## config.mk

```make
export PLATFORM = sky130hd
export DESIGN_NAME = tlca_ram
export DESIGN_NICKNAME = d
export VERILOG_FILES = /design/src/tlca_pkg.sv /design/src/tlca_ram.sv
export SDC_FILE = /design/constraint.sdc
export NUM_CORES = 1
export LEC_CHECK = 0
export BUFFER_PORTS_ARGS = -buffer_cell sky130_fd_sc_hd__clkbuf_2
export CAP_MARGIN = 20
export CORE_AREA = 4 4 78 72
export CTS_BUF_LIST = sky130_fd_sc_hd__clkbuf_8 sky130_fd_sc_hd__clkbuf_16
export DETAILED_ROUTE_END_ITERATION = 10
export DIE_AREA = 0 0 82 76
export HOLD_SLACK_MARGIN = 0.08
export PLACE_DENSITY = 0.78
export SYNTH_ARGS = -nofsm -noshare
export SYNTH_HDL_FRONTEND = slang
export SYNTH_SLANG_ARGS = --single-unit
```

## constraint.sdc

```tcl
create_clock -name aclk -period 3.2 [get_ports aclk]
set_clock_uncertainty 0.2 [all_clocks]
set_input_delay 0.32 -clock aclk [delete_from_list [all_inputs] [get_ports aclk]]
set_output_delay 0.32 -clock aclk [all_outputs]
set_load 0.02 [all_outputs]
```

## src/tlca_pkg.sv

```systemverilog
// ----------------------------------------------------------------------------
// tlca_pkg
// Shared widths, command codes and parameter defaults for the lowest common
// ancestor core.
// ----------------------------------------------------------------------------
package tlca_pkg;

    localparam int unsigned MAX_NODES_DEF   = 65536;
    localparam int unsigned LIFT_LEVELS_DEF = 16;

    localparam int unsigned ID_W    = 16;
    localparam int unsigned DEPTH_W = 16;

    localparam logic CMD_ATTACH = 1'b0;
    localparam logic CMD_QUERY  = 1'b1;

endpackage

```

## src/tlca_ram.sv

```systemverilog
// ----------------------------------------------------------------------------
// tlca_ram
// Synchronous RAM, one write port and two read ports, read data registered.
// ----------------------------------------------------------------------------
module tlca_ram #(
    parameter int unsigned AW = 1,
    parameter int unsigned DW = tlca_pkg::ID_W
) (
    input  logic          aclk,
    input  logic          wr_en,
    input  logic [AW-1:0] wr_addr,
    input  logic [DW-1:0] wr_data,
    input  logic [AW-1:0] rd_addr_a,
    input  logic [AW-1:0] rd_addr_b,
    output logic [DW-1:0] rd_data_a,
    output logic [DW-1:0] rd_data_b
);

    logic [DW-1:0] mem [0:(1 << AW)-1];

    always_ff @(posedge aclk) begin
        if (wr_en) begin
            mem[wr_addr] <= wr_data;
        end
        rd_data_a <= mem[rd_addr_a];
        rd_data_b <= mem[rd_addr_b];
    end

endmodule

```

# Word-level counts from Yosys, hierarchy flattened
# Memories as Yosys holds them, arrays and structs flattened. A register that Yosys moved wholly into a read port is not among the register bits.
# Index checks and enable logic that the tools add are counted.
dict set report word_totals {
  ff_bits 0
  mem_bits_rw 32
  inputBits 21
  out_inout_bits 32
  elab_cells 3
  memories 1
}
# memory depth width rd rd_ports_with_merged_regs write_ports line
set memory_table {}
lappend memory_table {mem 2 16 2 2 1 tlca_ram.sv:19} ;# logic [DW-1:0] mem [0:(1 << AW)-1];
dict set report op_classes {
  muxes 2
}
# operator count
set op_table {}
lappend op_table {{$mux W1} 2}

# Depth between registers and ports, before layout
# Gate-level depths: netlist of the first run.
dict set report depth {
  word_depth 2
  depth_mapped 3
  depth_no_buf 1
}

# Least setup slack after synthesis of the first run
# OpenSTA, ideal clock, no wires.
dict set report synth_path {
  path_kind {input port to flip-flop}
  from {input port wr_en}
  to {memory mem[0][0] (netlist name), enable pin}
  setup_ns 0.390
  t_arrival_ns 1.084
  t_required_ns 2.610
  path_slack_ns 1.525
  cell_stages 1
  path_buffers 0
  cell_sequence {nor2b_1}
}
dict set report synth_between {
  elab_chain_len 2
}
# item line
set synth_lines {}
lappend synth_lines {{start: declaration} tlca_ram.sv:10} ;# input logic wr_en,
lappend synth_lines {{$mux W1} tlca_ram.sv:22} ;# if (wr_en) begin
lappend synth_lines {{$mux W1 (not written as such)} tlca_ram.sv:23} ;# mem[wr_addr] <= wr_data;
lappend synth_lines {{end: declaration} tlca_ram.sv:19}
# No other way between the ends.

# Worst setup path in the final report of the first run
dict set report layout_path {
  from {input port wr_en}
  to {memory mem[0][6] (netlist name), enable pin}
}
# The elaborated chain is that of the path after synthesis.

==> results of run 1 <==
-- cell type report --
class | count | share of cell area (%)
clock buffer | 10 | 4.92
clock inverter | 6 | 3.62
multi-input combinational | 34 | 16.0
sequential | 64 | 57.2
tap | 65 | 2.91
timing repair buffer | 69 | 15.3
-- cells in the mapped netlist (all sizes together) --
cell type  instances  area share (%)
mux2              32              21
nor2b              1            0.30
and2               1            0.30
buf                4             3.0
edfxtp            32              45
dfxtp             32              30
-- path summary, 6_finish.rpt --
kind | to | slack (ps) | start | cells past startpoint
setup / recovery | mem[0][6] | 1670 | wr_en | 3
hold / removal | mem[0][2] | 250 | wr_addr | 2
setup reg to reg | rd_data_b[13] | 2180 | mem[0][13] | 1
hold reg to reg | rd_data_b[15] | 300 | mem[1][15] | 1
-- through the flow --
stage	power, uW	hold slack [ps]	util (%)	std cells
floorplan	1090	219	-	102
global placement	1140	275	49.9	216
detailed placement	1150	287	49.9	216
CTS	1970	249	58.2	248
global route	2030	267	58.2	248
finish	1950	255	58.2	248
-- worst max-delay path: cells and delay by family --
family        cells  cell delay, ps
simple gates      1             660
buf+inv           2             390
-- power by group through the flow --
| stage | logic [uW] | clock network [uW] | registers (uW) |
|---|---|---|---|
| 2_1_floorplan | 71.9 | 0 | 1010 |
| 3_3_place_gp | 172 | 0 | 967 |
| 3_5_place_dp | 174 | 0 | 971 |
| 4_1_cts | 191 | 822 | 954 |
| 5_1_grt | 202 | 871 | 960 |
| 6_report | 189 | 808 | 953 |
-- what timing repair did --
action                                  4_1_cts  5_1_grt
hold buffers                                 16        0
endpoints found under the setup margin        0        0
hold endpoints to repair                     32        0
-- metal layers --
layer / global-route usage, % / wire (microns) / vias to the layer above
li1: - / - / 526
met1: 13.0 / 1300 / 513
met3: 7.45 / 266 / 7
met5: 0 / 0 / -
met4: 5.98 / 36 / 0
met2: 21.9 / 1970 / 36
-- flip-flops by register name, indices dropped and copies added, names as in the netlist --
| name | count |
|---|---|
| mem | 32 |
| rd_data_b | 16 |
| rd_data_a | 16 |
-- cell families (layout without fill, tap and decap cells) --
group | after synthesis | count (layout) | share of synthesized area [%]
flops | 64 | 64 | 75.8
mux | 32 | 32 | 20.6
buf+inv | 4 | 85 | 2.96
simple gates | 2 | 2 | 0.593
==> results.md, run 1 <==
- Clk Latency, worst-skew pair: 330 ps
- Initial DRC count: 33
- Tmin final: 1530 ps
- Setup Buffers After CTS: 0
- CTS Root Cell: clkbuf_8
- RSZ-0062 raised after global routing: no
- Syn Area/Cell: 20.7 sq um
- Clock Power Share: 41.4%
- Seq/Total Area, Yosys: 75.8%
- Die area: 6230 sq um
- Int Pwr: 1550 uW
- Total grt overflow: 0
- Largest net degree at the start of global routing: 17
- Post-Place Worst Slack: 1300 ps
- Net Sw Frac: 20.4%
- Sink Count: 64
- DR pass1 iterations: 4
- PortBufs: 52
- Clock Path Buffers: 2
- Crit-path cells: clkbuf_2, nor2b_1, buf_4
- HPWL after DPL: 2.27 mm
- Core Region: 4800 sq um
- Comb power frac: 9.7%
- Routed vias/inst: 4.36
- NetSw: 398 uW
- Endpoints failing hold: 0
- # H-tree levels: 3
- Area of the multi-input gates: 448 sq um
- Synth cell types: 8
- CTS resizes: 0
- Most frequent cells in the layout: clkbuf_2, edfxtp_1, dfxtp_1, mux2_4, dlygate4sd3_1
- Clock transition at path regs: 70 ps
- Fillers: 370
- Slew margin rel.: 44.2%
- Crit end category: flop
- Setup TNS: 0 ps
- Share of layout cells above drive strength 1: 53.6%
- Routability cong.: 0.660
- Post-synthesis register bit count: 64
- I/O pin count: 53
- Drt total wl: 3.57 mm
- Sequential share of power: 48.9%
- Initial core utilization: 44.0%
- P&R area growth vs syn: 32.5%
- Hold Crit Class: input pin to flop
- Vias after detailed routing: 1,082
- Critical path class: input pin to flop
- CP peak stage delay: 660 ps
- P per Cell Area: 697 nW/um^2
- Final setup viols: 0
- CTS tree: yes
- Register Area: 1600 sq um
- Net Count, Synth: 123
- DRC violation count after routing: 0
- Row cnt: 24
- Total Routing Usage GR: 13.2%
- Synth warn: 0
- Wire per inst: 14.4 microns
- Tcrit/Tclk final: 47.9%
- Antenna violations before repair: 0
- Peak VDD IR: 0.508 mV
- Syn Inst Count: 102
- Clock buffer count from CTS: 9
- Status: complete, no violations
- Max Fclk: 652 MHz
- Crit-path slowest cell: nor2b_1
- Least-Margin Pin Slew: 836 ps
- Worst Slack Setup Final: 1670 ps
- Antenna viol nets, final: 0
- Vias in the first global route: 1,199
- Max-Cap Viols: 0
- Nets: 199
- Crit path max fanout: 9
- Area post-placement: 2400 sq um
- N_diodes: 0
- Worst Setup Start Kind: input pin
- Arr. time, crit path: 1380 ps
- Die width: 82 microns
- Mapped Area: 2110 sq um
- First-pass GRT wire length: 5.82 mm
- Fin. max-slew vios: 0
- Commonest non-fill, non-tap cell in the layout: clkbuf_2
- Critical Path RT: 3040 ps
- Leak: 0.00120 uW
- Die Y: 76 microns
- Design Area, Final: 2800 sq um
No activity file was read; power rests on OpenSTA's default activity.
==> run 2: changes to the inputs <==
clock period = 1.6 ns   (was 3.2 ns; I/O delays follow)
==> run 2 against run 1 <==
Cell area shrank 0.98%. Die area unchanged. Largest power group unchanged. Global-route usage decreased by 0.52 points. Register-to-register slack worse by 1600 ps.
==> results.md, run 2 (synthesis gave the netlist of run 1 again) <==
- Tmin final: 1180 ps
- Hold Crit Class: input pin to flop
- Endpoints failing hold: 0
- Antenna viol nets, final: 0
- CP peak stage delay: 330 ps
- Initial DRC count: 57
- Drt total wl: 3.54 mm
- Min-Delay Endpoint: mem[0][0]
- Die Y: 76 microns
- Net Sw Frac: 22.2%
- Largest net degree at the start of global routing: 17
- DR pass1 iterations: 4
- Die area: 6230 sq um
- Fin. max-slew vios: 0
- Critical R2R Launch: mem[0][14]
- Initial core utilization: 44.0%
- Core Region: 4800 sq um
- Leading registers by flop count: mem x32, rd_data_a x16, rd_data_b x16
- Worst Hold Depth: 3
- R2R Setup Slk: 590 ps
- PortBufs: 52
- Buf+Inv Stages, Crit Path: 1
- I/O pin count: 53
- Crit end category: primary output
- Slew margin rel.: 63.9%
- Sequential share of power: 52.6%
- Routed vias/inst: 4.33
- Crit-path slowest cell: dfxtp_1
- Commonest non-fill, non-tap cell in the layout: clkbuf_2
- Arr. time, crit path: 820 ps
- Worst Slack Setup Final: 422 ps
- Hold Path Origin: wr_addr
- Clk Latency, worst-skew pair: 320 ps
- Worst Reg-to-Reg Cells: 1
- Max FFs per register: 32
- Routability cong.: 0.685
- P per Cell Area: 1310 nW/um^2
- N_diodes: 0
- Clock transition at path regs: 70 ps
- Share of layout cells above drive strength 1: 54.9%
- Int Pwr: 2820 uW
- Total grt overflow: 0
- Peak VDD IR: 0.665 mV
- Comb power frac: 10.5%
- Wire per inst: 14.2 microns
- Design Area, Final: 2770 sq um
- Critical path class: flop to primary output
- Setup TNS: 0 ps
- CP top delay family: flip-flops
- Row cnt: 24
- NetSw: 806 uW
- CTS resizes: 0
- CTS Root Cell: clkbuf_8
- First-pass GRT wire length: 5.72 mm
- Post-layout util: 57.7%
- Vias after detailed routing: 1,078
- Clock buffer count from CTS: 9
- RSZ-0062 raised after global routing: no
- Final setup viols: 0
- # hold bufs at CTS: 16
- Fin cells: 249
- P&R area growth vs syn: 31.2%
- Tcrit/Tclk final: 73.7%
- Reg-to-reg endpoint: rd_data_a[14]
- Worst Setup Start Kind: flop
- Least-Margin Pin Slew: 541 ps
- Status: complete, no violations
- DP Cell Count: 217
- Most frequent cells in the layout: clkbuf_2, edfxtp_1, dfxtp_1, mux2_4, dlygate4sd3_1
- Max-Cap Viols: 0
- Most flop-heavy register: mem
- Vias in the first global route: 1,212
- Antenna violations before repair: 0
- # H-tree levels: 3
- Crit-path cells: clkbuf_2
- DRC violation count after routing: 0
- Crit path max fanout: 1
- Nets: 200
- Die width: 82 microns
- Leak: 0.00119 uW
- Setup Buffers After CTS: 0
- Total Routing Usage GR: 12.7%
- Post-Place Worst Slack: 265 ps
- CTS tree: yes
- Area post-placement: 2410 sq um
- Critical Path RT: 1240 ps
- Sink Count: 64
- Max Fclk: 849 MHz
- Clock Path Buffers: 2
- Clock Power Share: 36.9%
[run 2: cell count changes in the layout (fill, tap and decap cells not counted)]
cell / before / now
bufinv_16: 3 / 0
clkinv_2: 0 / 2
clkbuf_8: 10 / 12
clkbuf_16: 0 / 1
buf_4: 1 / 2
inv_1: 3 / 1
[run 2: area by class of cell]
type | instances | area, sq um
fillers | 390 | 2030
flip-flops and latches | 64 | 1600
multi-input cells | 34 | 448
repair buffers | 70 | 435
clock buffers | 13 | 190
well taps | 65 | 81.3
clock inverters | 3 | 13.8
[run 2: worst max path at each step]
stage,from,to,depth (start not counted)
2_1_floorplan,wr_en,mem[0][0],1
3_3_place_gp,rd_addr_a,rd_data_a[2],2
3_5_place_dp,rd_addr_a,rd_data_a[14],2
4_1_cts,rd_data_a[4],rd_data_a[4],1
5_1_grt,rd_data_a[4],rd_data_a[4],1
6_report,rd_data_a[0],rd_data_a[0],1
[run 2: power by group through the flow]
stage               Sequential (uW)  Clock, uW  Combinational, uW
finish                         1910       1340                381
global route                   1920       1440                404
CTS                            1910       1370                386
detailed placement             1940          0                353
global placement               1930          0                343
floorplan                      2030          0                144
[run 2: metal layers]
layer | vias up | part of all wire (%) | track usage [%]
met1 | 517 | 38 | 13.0
li1 | 524 | - | -
met3 | 2 | 7.2 | 5.91
met5 | - | 0 | 0
met2 | 35 | 55 | 21.2
met4 | 0 | 0.40 | 5.98
[run 2: metrics by stage]
step / power (uW) / hold slack, ps
6_report: 3620 / 148
5_1_grt: 3760 / 157
4_1_cts: 3660 / 132
3_5_place_dp: 2300 / 155
3_3_place_gp: 2280 / 148
2_1_floorplan: 2170 / 58.9
==> run 3: changes to the inputs <==
clock period = 1.16 ns   (was 1.6 ns; I/O delays follow)
==> run 3 against run 2 <==
Die area is the same. Clock-buffer cell count decreased by 3. Flip-flop and latch count stayed put. Core utilization up 2.9 points. Routed wire length up 5.5%. Sequential share of layout area fell by 2.6 points. Highest routed layer unchanged.
==> results.md, run 3 (synthesis gave the netlist of run 1 again) <==
- Hold Path Origin: rd_addr_b
- Clk Latency, worst-skew pair: 330 ps
- Most frequent cells in the layout: clkbuf_2, edfxtp_1, dfxtp_1, mux2_4, dlygate4sd3_1
- Area post-placement: 2500 sq um
- DRC violation count after routing: 0
- Worst Hold Depth: 3
- Max FFs per register: 32
- Worst Setup Start Kind: flop
- NetSw: 1090 uW
- Comb power frac: 11.3%
- PortBufs: 52
- Design Area, Final: 2910 sq um
- Most flop-heavy register: mem
- Total grt overflow: 0
- CTS Root Cell: clkbuf_8
- Sink Count: 64
- Least-Margin Pin Slew: 162 ps
- Drt total wl: 3.73 mm
- Setup TNS: 0 ps
- CP top delay family: flip-flops
- Setup Buffers After CTS: 0
- Die width: 82 microns
- Tcrit/Tclk final: 96.1%
- Endpoints failing hold: 0
- Critical R2R Launch: mem[0][4]
- Initial DRC count: 33
- Peak VDD IR: 1.26 mV
- First-pass GRT wire length: 5.98 mm
- Leading registers by flop count: mem x32, rd_data_a x16, rd_data_b x16
- Vias in the first global route: 1,229
- Routed vias/inst: 4.33
- Share of layout cells above drive strength 1: 57.4%
- Max-Cap Viols: 0
- Routability cong.: 0.690
- Antenna viol nets, final: 0
- Die Y: 76 microns
- Commonest non-fill, non-tap cell in the layout: clkbuf_2
- # hold bufs at CTS: 16
- Vias after detailed routing: 1,103
- Arr. time, crit path: 800 ps
- Critical path class: flop to primary output
- Buf+Inv Stages, Crit Path: 1
- Crit path max fanout: 1
- Initial core utilization: 44.0%
- Slew margin rel.: 89.2%
- Leak: 0.00126 uW
- Clock transition at path regs: 60 ps
- Reg-to-reg endpoint: rd_data_b[4]
- Nets: 206
- P&R area growth vs syn: 37.7%
- Crit end category: primary output
- Tmin final: 1120 ps
- Total Routing Usage GR: 13.8%
- Crit-path cells: clkbuf_2
- Core Region: 4800 sq um
- R2R Setup Slk: 140 ps
- Fillers: 348
- Row cnt: 24
- I/O pin count: 53
- Clock Path Buffers: 2
- Clock Power Share: 38.2%
- Status: complete, no violations
- Fin. max-slew vios: 0
- # H-tree levels: 3
- Final setup viols: 0
- Net Sw Frac: 21.0%
- Hold Crit Class: input pin to flop
- CTS tree: yes
- Largest net degree at the start of global routing: 17
- Crit-path slowest cell: dfxtp_1
- Critical Path RT: 840 ps
- Sequential share of power: 50.6%
- CP peak stage delay: 310 ps
- Min-Delay Endpoint: rd_data_b[5]
- Max Fclk: 897 MHz
- Final hold slack: 44.1 ps
- Wire per inst: 14.6 microns
- Worst Reg-to-Reg Cells: 1
- Antenna violations before repair: 0
- N_diodes: 0
- DR pass1 iterations: 4
- Int Pwr: 4120 uW
- Die area: 6230 sq um
- P per Cell Area: 1790 nW/um^2
- Clock buffer count from CTS: 9
-- run 3: cell count changes in the layout (fill, tap and decap cells not counted), sizes merged --
cell,change
buf,+23
bufinv,+2
clkbuf,-20
clkinv,-1
inv,+2
-- run 3: how the worst max path moves through the flow --
stage,start,endpoint,depth (start not counted)
CTS,rd_data_a[0],rd_data_a[0],1
global route,rd_data_b[6],rd_data_b[6],1
detailed placement,wr_addr,mem[1][10],3
finish,rd_data_b[8],rd_data_b[8],1
global placement,wr_addr,mem[1][9],3
floorplan,wr_addr,mem[1][0],1
-- run 3: timing repair --
action,CTS,global route
endpoints found under the setup margin,1,17
hold endpoints to repair,80,47
resized for setup,2,30
-- run 3: cell type report --
class	count	area, sq um	area share, %
clock inverter	6	76.3	2.62
tap	65	81.3	2.80
clock buffer	10	138	4.73
timing repair buffer	76	553	19.0
multi-input combinational	34	455	15.7
sequential	64	1610	55.2
-- run 3: routing by layer --
metal	share of wire [%]	vias to the layer above	track usage (%)
met5	0	-	0
met4	3.2	0	6.98
met3	8.1	10	7.68
met2	54	47	23.7
met1	35	508	12.5
li1	-	538	-
-- run 3: per-stage QoR --
step / util [%] / total power, uW / setup slack (ps) / instances
6_report: 60.5 / 5210 / 44.8 / 255
3_5_place_dp: 52.0 / 3200 / 59.1 / 223
3_3_place_gp: 52.0 / 3180 / 88.6 / 223
4_1_cts: 59.9 / 5250 / 0.433 / 255
2_1_floorplan: - / 3000 / 28.9 / 102
5_1_grt: 60.5 / 5440 / -2.08 / 255
-- run 3: power by group through the flow --
stage / Combinational, uW / Clock (uW) / Sequential, uW
floorplan: 200 / 0 / 2800
detailed placement: 525 / 0 / 2680
global route: 623 / 2160 / 2660
CTS: 574 / 2040 / 2630
global placement: 512 / 0 / 2670
finish: 587 / 1990 / 2640
